File: src/hdl/act_pkg.sv
// act_pkg: sizes, operation codes and shared types of the antenna corner turner.
// Used by every module of the block; depends on nothing else.
`timescale 1ns / 1ps
package act_pkg;

    // array geometry
    localparam int ANTENNAS = 64;
    localparam int CHANNELS = 16;
    localparam int TIMES    = 256;

    // port field widths
    localparam int OP_W     = 2;
    localparam int ANT_W    = 6;
    localparam int CHAN_W   = 4;
    localparam int TIME_W   = 8;
    localparam int SAMPLE_W = 32;

    // internal index widths (at least one bit each)
    localparam int A_IW = (ANTENNAS > 1) ? $clog2(ANTENNAS) : 1;
    localparam int C_IW = (CHANNELS > 1) ? $clog2(CHANNELS) : 1;
    localparam int T_IW = (TIMES > 1) ? $clog2(TIMES) : 1;

    // sample memory: {bank, time, channel, antenna}
    localparam int ADDR_W    = 1 + T_IW + C_IW + A_IW;
    localparam int MEM_DEPTH = 2 ** ADDR_W;

    // request queue between front and back, result queue at the output
    localparam int CQ_DEPTH = 4;
    localparam int CQ_PW    = $clog2(CQ_DEPTH);
    localparam int CQ_CW    = $clog2(CQ_DEPTH + 1);
    localparam int OQ_DEPTH = 4;
    localparam int OQ_PW    = $clog2(OQ_DEPTH);
    localparam int OQ_CW    = $clog2(OQ_DEPTH + 1);

    // operation codes
    localparam logic [OP_W-1:0] OP_WRITE = 2'd0;
    localparam logic [OP_W-1:0] OP_CLOSE = 2'd1;
    localparam logic [OP_W-1:0] OP_IDLE  = 2'd2;

    // one memory request from the front
    typedef struct packed {
        logic                wr_en;
        logic [ADDR_W-1:0]   wr_addr;
        logic [SAMPLE_W-1:0] wr_data;
        logic                rd_en;
        logic [ADDR_W-1:0]   rd_addr;
        logic [ANT_W-1:0]    antenna;
        logic [CHAN_W-1:0]   channel;
        logic [TIME_W-1:0]   time_idx;
        logic                present;
        logic                last;
        logic                overrun;
    } t_cmd;

    // one result word
    typedef struct packed {
        logic [SAMPLE_W-1:0] sample;
        logic [ANT_W-1:0]    antenna;
        logic [CHAN_W-1:0]   channel;
        logic [TIME_W-1:0]   time_idx;
        logic                present;
        logic                last;
        logic                overrun;
    } t_res;

endpackage

File: src/hdl/act_cmd_queue.sv
// act_cmd_queue: short request queue between front and back.
// Depends on act_pkg.
`timescale 1ns / 1ps
module act_cmd_queue (
    input  logic          i_clk,
    input  logic          i_rst_n,
    input  logic          i_push,
    input  act_pkg::t_cmd i_cmd,
    output logic          o_full,
    input  logic          i_pop,
    output logic          o_empty,
    output act_pkg::t_cmd o_cmd
);
    import act_pkg::*;

    t_cmd             r_slot [CQ_DEPTH];
    logic [CQ_PW-1:0] r_wr_ptr, r_rd_ptr;
    logic [CQ_CW-1:0] r_count;
    logic             do_push, do_pop;

    assign o_full  = (r_count == CQ_CW'(CQ_DEPTH));
    assign o_empty = (r_count == '0);
    assign do_push = i_push && !o_full;
    assign do_pop  = i_pop && !o_empty;
    assign o_cmd   = r_slot[r_rd_ptr];

    // pointers and fill count
    always_ff @(posedge i_clk) begin
        if (!i_rst_n) begin
            r_wr_ptr <= '0;
            r_rd_ptr <= '0;
            r_count  <= '0;
        end else begin
            if (do_push) begin
                r_wr_ptr <= r_wr_ptr + 1'b1;
            end
            if (do_pop) begin
                r_rd_ptr <= r_rd_ptr + 1'b1;
            end
            if (do_push && !do_pop) begin
                r_count <= r_count + 1'b1;
            end else if (do_pop && !do_push) begin
                r_count <= r_count - 1'b1;
            end
        end
    end

    // payload
    always_ff @(posedge i_clk) begin
        if (do_push) begin
            r_slot[r_wr_ptr] <= i_cmd;
        end
    end

endmodule

File: config.mk
export PLATFORM = sky130hd
export DESIGN_NAME = act_cmd_queue
export DESIGN_NICKNAME = d
export VERILOG_FILES = /design/src/hdl/act_pkg.sv /design/src/hdl/act_cmd_queue.sv
export SDC_FILE = /design/constraint.sdc
export NUM_CORES = 1
export LEC_CHECK = 0
export ABC_AREA = 1
export BUFFER_PORTS_ARGS = -buffer_cell sky130_fd_sc_hd__buf_4
export CAP_MARGIN = 20
export CORE_MARGIN = 4
export CORE_UTILIZATION = 27
export CTS_CLUSTER_SIZE = 14
export DETAILED_ROUTE_END_ITERATION = 10
export GPL_TIMING_DRIVEN = 0
export PLACE_DENSITY_LB_ADDON = 0.12
export SYNTH_ARGS = -nofsm -noshare
export SYNTH_HDL_FRONTEND = slang
export SYNTH_SLANG_ARGS = --single-unit
File: constraint.sdc
create_clock -name i_clk -period 6.5 [get_ports i_clk]
set_input_delay 0.325 -clock i_clk [delete_from_list [all_inputs] [get_ports i_clk]]
set_output_delay 0.325 -clock i_clk [all_outputs]
set_load 0.01 [all_outputs]
Word level (Yosys, flattened, before mapping):

Memories as Yosys holds them, arrays and structs flattened. A register that Yosys moved wholly into a read port is not among the register bits.
Cells that the tools add are included.

* register bits after elaboration: 7
* bits in writable memories: 372
* output and inout bits: 95
* word-level logic and storage cells: 25
* memories kept: 1

* $add $sub $neg: 4
* eq/ne operators: 1
* mux-type cells: 6
* reduce and logical (&&, ||, !) cells: 10

Memory list
* r_slot: depth 4, bits a word 93, read ports 1, clocked after Yosys merged registers in 1, write ports 1, RTL line act_cmd_queue.sv:16 `t_cmd r_slot [CQ_DEPTH];`

Operators with widths (number)
* 3-bit two-way mux: 2
* 2-bit by 1-bit adder with 2-bit output, second input constant: 2
* 1-bit logical AND: 4
* 1-bit logical NOT: 4
* 2-bit two-way mux: 2
* 3-bit by 1-bit adder with 3-bit output, second input constant: 1
* 3-bit equality test, second input constant: 1
* 3-bit logical NOT: 1
* 3-bit by 1-bit subtractor with 3-bit output, second input constant: 1
* 1-bit two-way mux: 2
* 2-bit nonzero test: 1

Longest topological paths before layout:

Gate-level depths: netlist of the first run.

* depth in word-level cells: 7
* mapped depth: 13

Worst setup path after synthesis of the first run:

Ideal clock, no wire load.

* path type: reg2reg
* start point: reg r_count[0]
* end point: mem r_slot[0][0] (netlist bit), enable pin
* data arrival time: 4.533 ns
* slack: 1.422 ns
* cell stages (with the launch flop): 5
* path buffers: 0
* cell sequence: dfxtp_1 > nor2_1 > nand2_1 > nand2_1 > nor2_1

* cells in the longest elaborated chain, start to end: 5

RTL lines
* start: declaration: RTL line act_cmd_queue.sv:18 `logic [CQ_CW-1:0] r_count;`
* start signal: assignment: RTL line act_cmd_queue.sv:41 `r_count <= r_count + 1'b1;`
* start signal: assignment: RTL line act_cmd_queue.sv:43 `r_count <= r_count - 1'b1;`
* 3-bit equality test: RTL line act_cmd_queue.sv:21 `assign o_full = (r_count == CQ_CW'(CQ_DEPTH));`
* 1-bit logical NOT: RTL line act_cmd_queue.sv:23 `assign do_push = i_push && !o_full;`
* 1-bit logical AND: RTL line act_cmd_queue.sv:23
* 1-bit two-way mux: RTL line act_cmd_queue.sv:50 `if (do_push) begin`
* 1-bit two-way mux (implied by the code): RTL line act_cmd_queue.sv:51 `r_slot[r_wr_ptr] <= i_cmd;`
* end: declaration: RTL line act_cmd_queue.sv:16

Every way passes these cells.

==> impl_metrics.tcl, run 1 <==
set metrics [dict create \
    outcome "completed" \
    ctsHtreeMaxLevel 2 \
    fin_crit_sh_pct 44.3 \
    place_inst 1855 \
    wl_mm 39.5 \
    synthArstFlopShare_pct 0 \
    synth_edf_count 372 \
    cts.sinks 381 \
    crit_required_ns 6.17 \
    drv_cap 0 \
    yosysMostFrequentCell "edfxtp_1" \
    cp_max_fo 10 \
    die_w_um 237 \
    setup_violations 0 \
    grt_antenna_before_repair 4 \
    io_buffers 191 \
    cts-root-buf "clkbuf_16" \
    viasPerCell 4.47 \
    syn_area_um2 14200 \
    fp.dieH_um 237 \
    synth_top_area_cell "edfxtp_1" \
    p_sw_share_pct 30.5 \
    rsz0062_at_grt "no" \
    p_sw_mw 2.29 \
    crit_path_end_kind "primary output" \
    ios 192 \
    initial_core_util_pct 27.5 \
    ys_types 20 \
    syn_area_per_cell_um2 14.7 \
    worstPathCellList "buf_6 -> clkbuf_1 -> nor2_1 -> o22ai_1 -> buf_4" \
    post-cts-setup-buffers 0 \
    p_seq_share_pct 40.6 \
    yosysSeqAreaShare_pct 79.9 \
    clkPwrFrac_pct 32.3 \
    cts_tree "yes" \
    grt_max_degree 27 \
    fin_cells 2035 \
    hold_path_class "input pin to flip-flop" \
    cp_slowest_cell "dfxtp_1" \
    ant_nets 0 \
    finClkSkew_ns 0.0169 \
    fin_util_pct 37.1 \
    grt.overflow.total 0 \
    hpwl_mm 24.7 \
    p_int_mw 5.21 \
    start_kind "flip-flop" \
    worstPathArrival_ns 2.55 \
    relSlewSlack_pct 39.4 \
    ys_top_cells_by_count "372 x edfxtp_1, 200 x nor2_1, 137 x o21ai_0" \
    worstMarginPinSlew_ns 0.907 \
    drtPass1Iterations 5 \
    clkSlewWorstSetupHoldPaths_ns 0.06 \
    drc 0 \
    register_area_um2 11400 \
    drt-initial-drc-count 519 \
    area_growth_pct 35.2 \
    ys_top_cells_by_area "edfxtp_1 79%, nor2_1 5.3%, o21ai_0 4.8%, o22ai_1 4.1%, o21ai_1 1.8%" \
    p_per_area_nw_per_um2 390 \
    yosysWarnings 0 \
    rows 83 \
    nNetsFinal 1420 \
    coreArea_um2 51700 \
    synth_nets 1072 \
    synth_top_area_share_pct 78.6 \
    slew_viol_final 0 \
    gp_congestion 0.708 \
    vdd_drop_max_mv 0.174 \
    grt_first_pass_wirelength_mm 58.4 \
    clk_latency_ns 0.57 \
    grt_pass1_vias 9422 \
    hold_viol 0 \
    period_needed_ns 2.88 \
    post_drt_wl_per_cell_um 19.4 \
    ys_seq_elements 381 \
    n_fill_cell 4994 \
    die_area_um2 56400 \
    multi_input_area_um2 2490 \
    clockBufferDepth 3 \
    synth-main-ff-cell "edfxtp_1" \
    p_comb_share_pct 27.1 \
    leakagePower_nw 6.74 \
    fmaxAchievable_mhz 347 \
    synthCells 969 \
    max_stage_delay_ns 0.63 \
    grt.total_usage_pct 13.7 \
    p_total_mw 7.50 \
    cts_buffers 45 \
    worstSetupPathType "flip-flop to primary output" \
    drive_gt1_share_pct 22.2 \
    dr_total_vias 9098 \
]
-- metrics by stage --
| stage | cell area, µm² | worst slack [ns] | hold WS, ns | setup TNS, ns |
|---|---|---|---|---|
| 2_1_floorplan | 14200 | 1.42 | 0.424 | 0 |
| 3_3_place_gp | 16500 | -2.77 | 0.489 | -939.74 |
| 3_5_place_dp | 16800 | 3.97 | 0.496 | 0 |
| 4_1_cts | 19200 | 3.41 | 0.0384 | 0 |
| 5_1_grt | 19200 | 3.42 | 0.0872 | 0 |
| 6_report | 19200 | 3.62 | 0.0898 | 0 |
-- per-layer routing --
layer	vias to the layer above	routed length (µm)	track usage, %
li1	4357	-	-
met1	4457	18200	18.9
met2	223	18300	21.8
met3	57	2190	2.97
met4	4	788	3.87
met5	-	27	0
-- final timing paths --
kind / start / endpoint / slack (ns) / cells past startpoint
worst max register to register: r_count[0] / r_slot[2][41] / 4.00 / 6
worst max-delay path: flip-flop / o_cmd[81] / 3.62 / 5
worst min register to register: r_rd_ptr[0] / r_rd_ptr[0] / 0.51 / 2
worst min-delay path: i_pop / r_rd_ptr[0] / 0.09 / 3
-- area by class of cell --
cell class	instances	area share, %
antenna	2	0.0261
buffer	60	1.72
timing repair buffer	301	14.0
clock inverter	24	1.12
multi-input combinational	510	13.0
clock buffer	59	6.29
sequential	381	59.1
inverter	18	0.365
tap	680	4.43
-- worst max-delay path: cells and delay by family, from the launching register on --
family / cells / cell delay (ns)
buffers and inverters: 3 / 0.97
DFF: 1 / 0.63
AOI/OAI and AO/OA: 1 / 0.26
and+or+nand+nor: 1 / 0.11
-- layout by cell type, fill, tap and decap left out, types with 2 or more instances in the layout --
cell and instances:
a21oi_1 3, buf_12 15, buf_2 7, buf_4 202, buf_6 7, bufinv_16 3
clkbuf_1 44, clkbuf_16 45, clkbuf_2 2, clkbuf_8 3, clkinv_1 10, clkinv_2 7
clkinv_8 2, dfxtp_1 9, diode_2 2, dlygate4sd3_1 95, edfxtp_1 372, ha_1 5
inv_1 17, nand2_1 15, nand3_1 4, nor2_1 196, nor2_4 4, o21ai_0 137
o21ai_1 50, o22ai_1 93
-- state kept, by name, indices dropped and copies added, names as in the netlist, named ones only --
register and count:
r_slot 372, r_wr_ptr 2, r_rd_ptr 2, r_count 3
-- what timing repair did --
item | 4_1_cts | 5_1_grt
hold endpoints to repair | 376 | 0
hold buffers | 95 | 0
resized for setup | 0 | 0
-- power groups by stage --
stage	registers, mW	logic, mW	clock network, mW
after floorplan	3.12	0.956	0
after global placement	3.18	1.97	0
after detailed placement	3.10	2.04	0
after CTS	3.05	2.10	2.49
after global routing	3.07	2.23	2.59
final	3.05	2.03	2.42
-- cells by family (layout without fill, tap and decap cells) --
family | Yosys count | in the layout | share of synthesized area [%]
flip-flops | 381 | 381 | 79.9
AO/OA/AOI/OAI | 283 | 283 | 10.8
AND/OR/NAND/NOR | 220 | 220 | 5.87
buffers and inverters | 78 | 462 | 2.82
adder cells (fa/ha/maj) | 6 | 6 | 0.581
XOR/XNOR | 1 | 1 | 0.0616
other | 0 | 2 | 0
Power figures use the tool's default switching activity.
==> run 2, diff against run 1 <==
==> constraint.sdc (replaced) <==
create_clock -name i_clk -period 2.35 [get_ports i_clk]
set_input_delay 0.1175 -clock i_clk [delete_from_list [all_inputs] [get_ports i_clk]]
set_output_delay 0.1175 -clock i_clk [all_outputs]
set_load 0.01 [all_outputs]
==> run 2 against run 1 <==
  * Register-to-register slack got worse by 3.7 ns
  * Worst hold slack improved by 0.20 ns
  * Largest power group unchanged
  * Core utilization up 0.53 points
  * Global-route usage increased by 0.16 points
  * Die area did not move
  * Clock skew shrank 0.00094 ns
  * Cell area rose by 1.4%
  * Count of clock-buffer cells in the layout fell by 7
  * Combinational power grew to 2.9 times the previous value
==> impl_metrics.tcl, run 2 (synthesized netlist as in run 1, its figures left out) <==
set metrics [dict create \
    outcome "completed" \
    cts_buffers 44 \
    fmaxAchievable_mhz 444 \
    ios 192 \
    p_sw_share_pct 30.4 \
    crit_path_end_kind "primary output" \
    clockBufferDepth 3 \
    cts_tree "yes" \
    clk_latency_ns 0.56 \
    rsz0062_at_grt "yes" \
    crit_required_ns 2.23 \
    ant_nets 0 \
    hold_viol 0 \
    hpwl_mm 25.3 \
    largest_reg_flops 372 \
    top_register "r_slot" \
    p_comb_share_pct 28.1 \
    worstPathCellList "buf_6 -> inv_4 -> buf_6 -> buf_6 -> nor2_1 -> o22ai_1 -> buf_4" \
    post-route-cell-area_um2 19500 \
    die_area_um2 56400 \
    relSlewSlack_pct 54.0 \
    ctsHtreeMaxLevel 2 \
    fp.dieH_um 237 \
    reg2reg_slack_ns 0.34 \
    period_needed_ns 2.25 \
    clkSlewWorstSetupHoldPaths_ns 0.06 \
    register_area_um2 11400 \
    gp_congestion 0.705 \
    viasPerCell 4.46 \
    drt-initial-drc-count 458 \
    place_area_um2 16900 \
    critPathBufInv 5 \
    p_total_mw 21.0 \
    worstPathArrival_ns 2.13 \
    cts.sinks 381 \
    drtPass1Iterations 6 \
    grt_max_degree 26 \
    initial_core_util_pct 27.5 \
    drc 0 \
    grt_antenna_before_repair 6 \
    r2r-end "r_slot[0][42]" \
    cp_slowest_cell "dfxtp_4" \
    setup_ws_ns 0.0997 \
    worstSetupPathType "flip-flop to primary output" \
    grt.total_usage_pct 13.8 \
    n_fill_cell 5027 \
    drive_gt1_share_pct 26.2 \
    leakagePower_nw 6.90 \
    fin_crit_sh_pct 95.8 \
    clkPwrFrac_pct 31.6 \
    rows 83 \
    cp_max_fo 10 \
    slew_viol_final 0 \
    p_per_area_nw_per_um2 1080 \
    p_seq_share_pct 40.3 \
    worstMarginPinSlew_ns 0.688 \
    dr_total_vias 9088 \
    p_int_mw 14.6 \
    coreArea_um2 51700 \
    r2r-start "r_count[0]" \
    io_buffers 191 \
    multi_input_area_um2 2640 \
    ff2ff_path_depth 6 \
    path_common_cell "buf_6" \
    final_cell_mix "372 x edfxtp_1, 197 x buf_4, 195 x nor2_1" \
    area_growth_pct 37.1 \
    cp_top_family "buffers and inverters" \
    vdd_drop_max_mv 0.519 \
    finClkSkew_ns 0.0160 \
    grt.overflow.total 0 \
    reg.largest.list "r_slot x372, r_count x3" \
    grt_pass1_vias 9310 \
    hold_path_class "input pin to flip-flop" \
    nNetsFinal 1421 \
    wl_mm 40.0 \
    p_sw_mw 6.37 \
    max_stage_delay_ns 0.39 \
    cts-root-buf "clkbuf_16" \
    final_common_cell "edfxtp_1" \
    drv_cap 0 \
    post_drt_wl_per_cell_um 19.6 \
    cp.depth 7 \
    crit_end "o_cmd[76]" \
    start_kind "flip-flop" \
    dpl_worst_slack_ns 0.170 \
    grt_first_pass_wirelength_mm 59.1 \
    setup_violations 0 \
    die_w_um 237 \
]
run 2: worst reg2reg max path, stage by stage (launching register included):
cell and delay (ns):
dfxtp_2 0.37, nor2_2 0.06, nand2_2 0.11, nand2_4 0.11, nor2_4 0.57, buf_12 0.26, buf_16 0.22
run 2: power by group through the flow:
| stage | clock network, mW | logic, mW | registers (mW) |
|---|---|---|---|
| after floorplan | 0 | 2.67 | 8.56 |
| after global placement | 0 | 5.50 | 8.64 |
| after detailed placement | 0 | 5.69 | 8.58 |
| after CTS | 6.87 | 6.01 | 8.44 |
| after global routing | 7.17 | 6.46 | 8.49 |
| final | 6.62 | 5.89 | 8.43 |
run 2: cell type report:
cell class | instances | area share, %
Antenna cell | 4 | 0.0514
Buffer | 60 | 2.18
Clock buffer | 52 | 5.92
Clock inverter | 29 | 1.27
Inverter | 18 | 0.360
Multi-Input combinational cell | 510 | 13.5
Sequential cell | 381 | 58.3
Tap cell | 680 | 4.37
Timing Repair Buffer | 303 | 14.0
run 2: worst min path at each step:
stage / startpoint / end / slack (ns) / cells past startpoint
floorplan: i_cmd[0] / r_slot[0][0] / 0.22 / 0
global placement: i_cmd[13] / r_slot[0][13] / 0.32 / 1
detailed placement: i_cmd[40] / r_slot[0][40] / 0.32 / 1
CTS: i_cmd[15] / r_slot[0][15] / 0.24 / 2
global route: i_cmd[23] / r_slot[0][23] / 0.27 / 2
finish: i_cmd[15] / r_slot[2][15] / 0.29 / 2
run 2: routing by layer:
metal  share of wire, %  global-route usage (%)  vias to the layer above  wire length (µm)
met5              0.033                       0                        -                13
li1                   -                       -                     4358                 -
met3                5.2                    2.96                       57              2090
met2                 47                    22.2                      203             18800
met1                 46                    18.8                     4468             18200
met4                2.2                    4.42                        2               866
run 2: what timing repair did:
| item | CTS | global route |
|---|---|---|
| endpoints found under the setup margin | 93 | 33 |
| endpoints found under the hold margin | 381 | 0 |
| resized for setup | 54 | 18 |
| hold buffers | 96 | 0 |
| setup buffers | 0 | 0 |
run 2: metrics by stage:
| step | instances | hold slack, ns | util, % | TNS, ns |
|---|---|---|---|---|
| 2_1_floorplan | 969 | 0.216 | - | -19.47 |
| 3_3_place_gp | 1840 | 0.322 | 32.0 | -554.50 |
| 3_5_place_dp | 1856 | 0.322 | 32.6 | 0 |
| 4_1_cts | 2033 | 0.245 | 37.5 | -0.307 |
| 5_1_grt | 2035 | 0.273 | 37.7 | -0.0262 |
| 6_report | 2037 | 0.290 | 37.7 | 0 |
==> run 3, diff against run 2 <==
==> constraint.sdc (replaced) <==
create_clock -name i_clk -period 1.9 [get_ports i_clk]
set_input_delay 0.095 -clock i_clk [delete_from_list [all_inputs] [get_ports i_clk]]
set_output_delay 0.095 -clock i_clk [all_outputs]
set_load 0.02 [all_outputs]
==> run 3 against run 2 <==
  * The flow now finishes with violations (negative setup slack)
  * Sequential share of layout area fell by 3.5 points
  * Die area did not move
  * Cell area up 6.4%
  * Critical path type unchanged
  * Critical path depth unchanged
  * Cell count rose by 0.88%
  * Core utilization increased by 2.4 points
  * Total power rose by 36%
  * Highest routed layer unchanged
  * Combinational power is 67% higher
  * Sequential power rose by 25%
  * First-iteration DRC count decreased by 7.4%
  * Worst setup slack got worse by 0.22 ns
==> impl_metrics.tcl, run 3 (synthesized netlist as in run 1, its figures left out) <==
set metrics [dict create \
    fp.dieH_um 237 \
    grt_first_pass_wirelength_mm 60.0 \
    post-route-cell-area_um2 20700 \
    area_growth_pct 45.8 \
    drc 0 \
    grt.total_usage_pct 14.0 \
    clockBufferDepth 3 \
    start_kind "flip-flop" \
    coreArea_um2 51700 \
    ff2ff_path_depth 7 \
    grt.overflow.total 0 \
    post_drt_wl_per_cell_um 19.9 \
    min_delay_path_depth 2 \
    cts.sinks 381 \
    fin_cells 2055 \
    drv_cap 0 \
    vdd_drop_max_mv 0.646 \
    path_common_cell "buf_12" \
    wl_mm 40.9 \
    grt_antenna_before_repair 5 \
    final_cell_mix "372 x edfxtp_1, 179 x nor2_1, 161 x buf_4" \
    grt_pass1_vias 9435 \
    hold_path_class "input pin to flip-flop" \
    dr_total_vias 9166 \
    hold_viol 0 \
    fmaxAchievable_mhz 496 \
    clk_latency_ns 0.56 \
    p_per_area_nw_per_um2 1370 \
    slew_viol_final 0 \
    crit_required_ns 1.80 \
    ctsHtreeMaxLevel 2 \
    drt-initial-drc-count 424 \
    timing.hold.ws_ns 0.272 \
    cts_tree "yes" \
    worstPathArrival_ns 1.92 \
    relSlewSlack_pct 78.6 \
    rsz0062_at_grt "yes" \
    rows 83 \
    max_stage_delay_ns 0.37 \
    die_w_um 237 \
    cts-root-buf "clkbuf_16" \
    p_total_mw 28.5 \
    top_register "r_slot" \
    worstSetupPathType "flip-flop to primary output" \
    final_common_cell "edfxtp_1" \
    outcome "complete, but fails checks" \
    grt_max_degree 26 \
    place_inst 1856 \
    top_layer_used "met5" \
    crit_path_end_kind "primary output" \
    drive_gt1_share_pct 34.3 \
    clkSlewWorstSetupHoldPaths_ns 0.06 \
    drtPass1Iterations 4 \
    wl_met3_mm 1.90 \
    ios 192 \
    fin_crit_sh_pct 106 \
    cp_slowest_cell "dfxtp_4" \
    place_area_um2 16900 \
    period_needed_ns 2.02 \
    gp_congestion 0.705 \
    die_area_um2 56400 \
    reg.largest.list "r_slot x372, r_count x3" \
    cts_buffers 44 \
    failed_checks "negative setup slack" \
    initial_core_util_pct 27.5 \
    leakagePower_nw 7.40 \
    largest_reg_flops 372 \
    worstPathCellList "buf_12 -> inv_16 -> buf_12 -> buf_12 -> nor2_1 -> o22ai_2 -> buf_6" \
    wl_met1_mm 18.8 \
    fin_util_pct 40.1 \
    cp_max_fo 10 \
    ant_nets 0 \
    io_buffers 191 \
    wl_met2_mm 19.2 \
    worstMarginPinSlew_ns 0.320 \
    finClkSkew_ns 0.0170 \
    viasPerCell 4.46 \
    hpwl_mm 25.3 \
    nNetsFinal 1439 \
    setup_violations 91 \
    setup_ws_ns -0.117 \
]
run 3: final timing paths:
kind                             startpoint       endpoint  slack (ns)
worst max-delay path              flip-flop      o_cmd[12]       -0.12
worst min register to register  r_rd_ptr[0]    r_rd_ptr[0]        0.52
worst min-delay path              i_cmd[15]  r_slot[2][15]        0.27
worst max register to register   r_count[1]  r_slot[3][65]        0.11
run 3: routing by layer:
metal  vias to the layer above  track usage, %
li1                       4392               -
met1                      4522            19.1
met2                       189            22.5
met3                        61            2.96
met4                         2            4.51
met5                         -               0
run 3: cell type report:
class	instances	area (µm²)
antenna	4	10.0
buffer	59	797
clock buffer	52	1150
clock inverter	29	246
fill	4890	31000
inverter	18	83.8
multi-input combinational	510	3030
sequential	381	11400
tap	680	851
timing repair buffer	322	3190
run 3: what timing repair did:
action / CTS / global route
gates cloned: 1 / 6
pin swaps: 51 / 22
buffers inserted: 10 / 2
gates resized for setup: 238 / 97
endpoints found under the hold margin: 381 / 0
endpoints found under the setup margin: 184 / 117
hold buffers: 96 / 0
run 3: critical path, delay by kind of cell, from the launching register on:
family,cells,cell delay (ns)
compound gates,1,0.23
simple gates,1,0.05
buf+inv,5,0.71
flops,1,0.37
run 3: stage by stage:
stage               setup slack (ns)  setup TNS [ns]
floorplan                     -0.518         -186.88
global placement               -2.03         -733.94
detailed placement            -0.279          -16.44
CTS                           -0.174          -12.51
global route                  -0.216          -15.36
finish                        -0.117           -6.62
run 3: power by group:
group	internal (mW)	switching [mW]	total, mW
Combinational	4.24	5.61	9.84
Clock	4.87	3.30	8.17
Sequential	10.2	0.238	10.5
Total	19.3	9.15	28.5
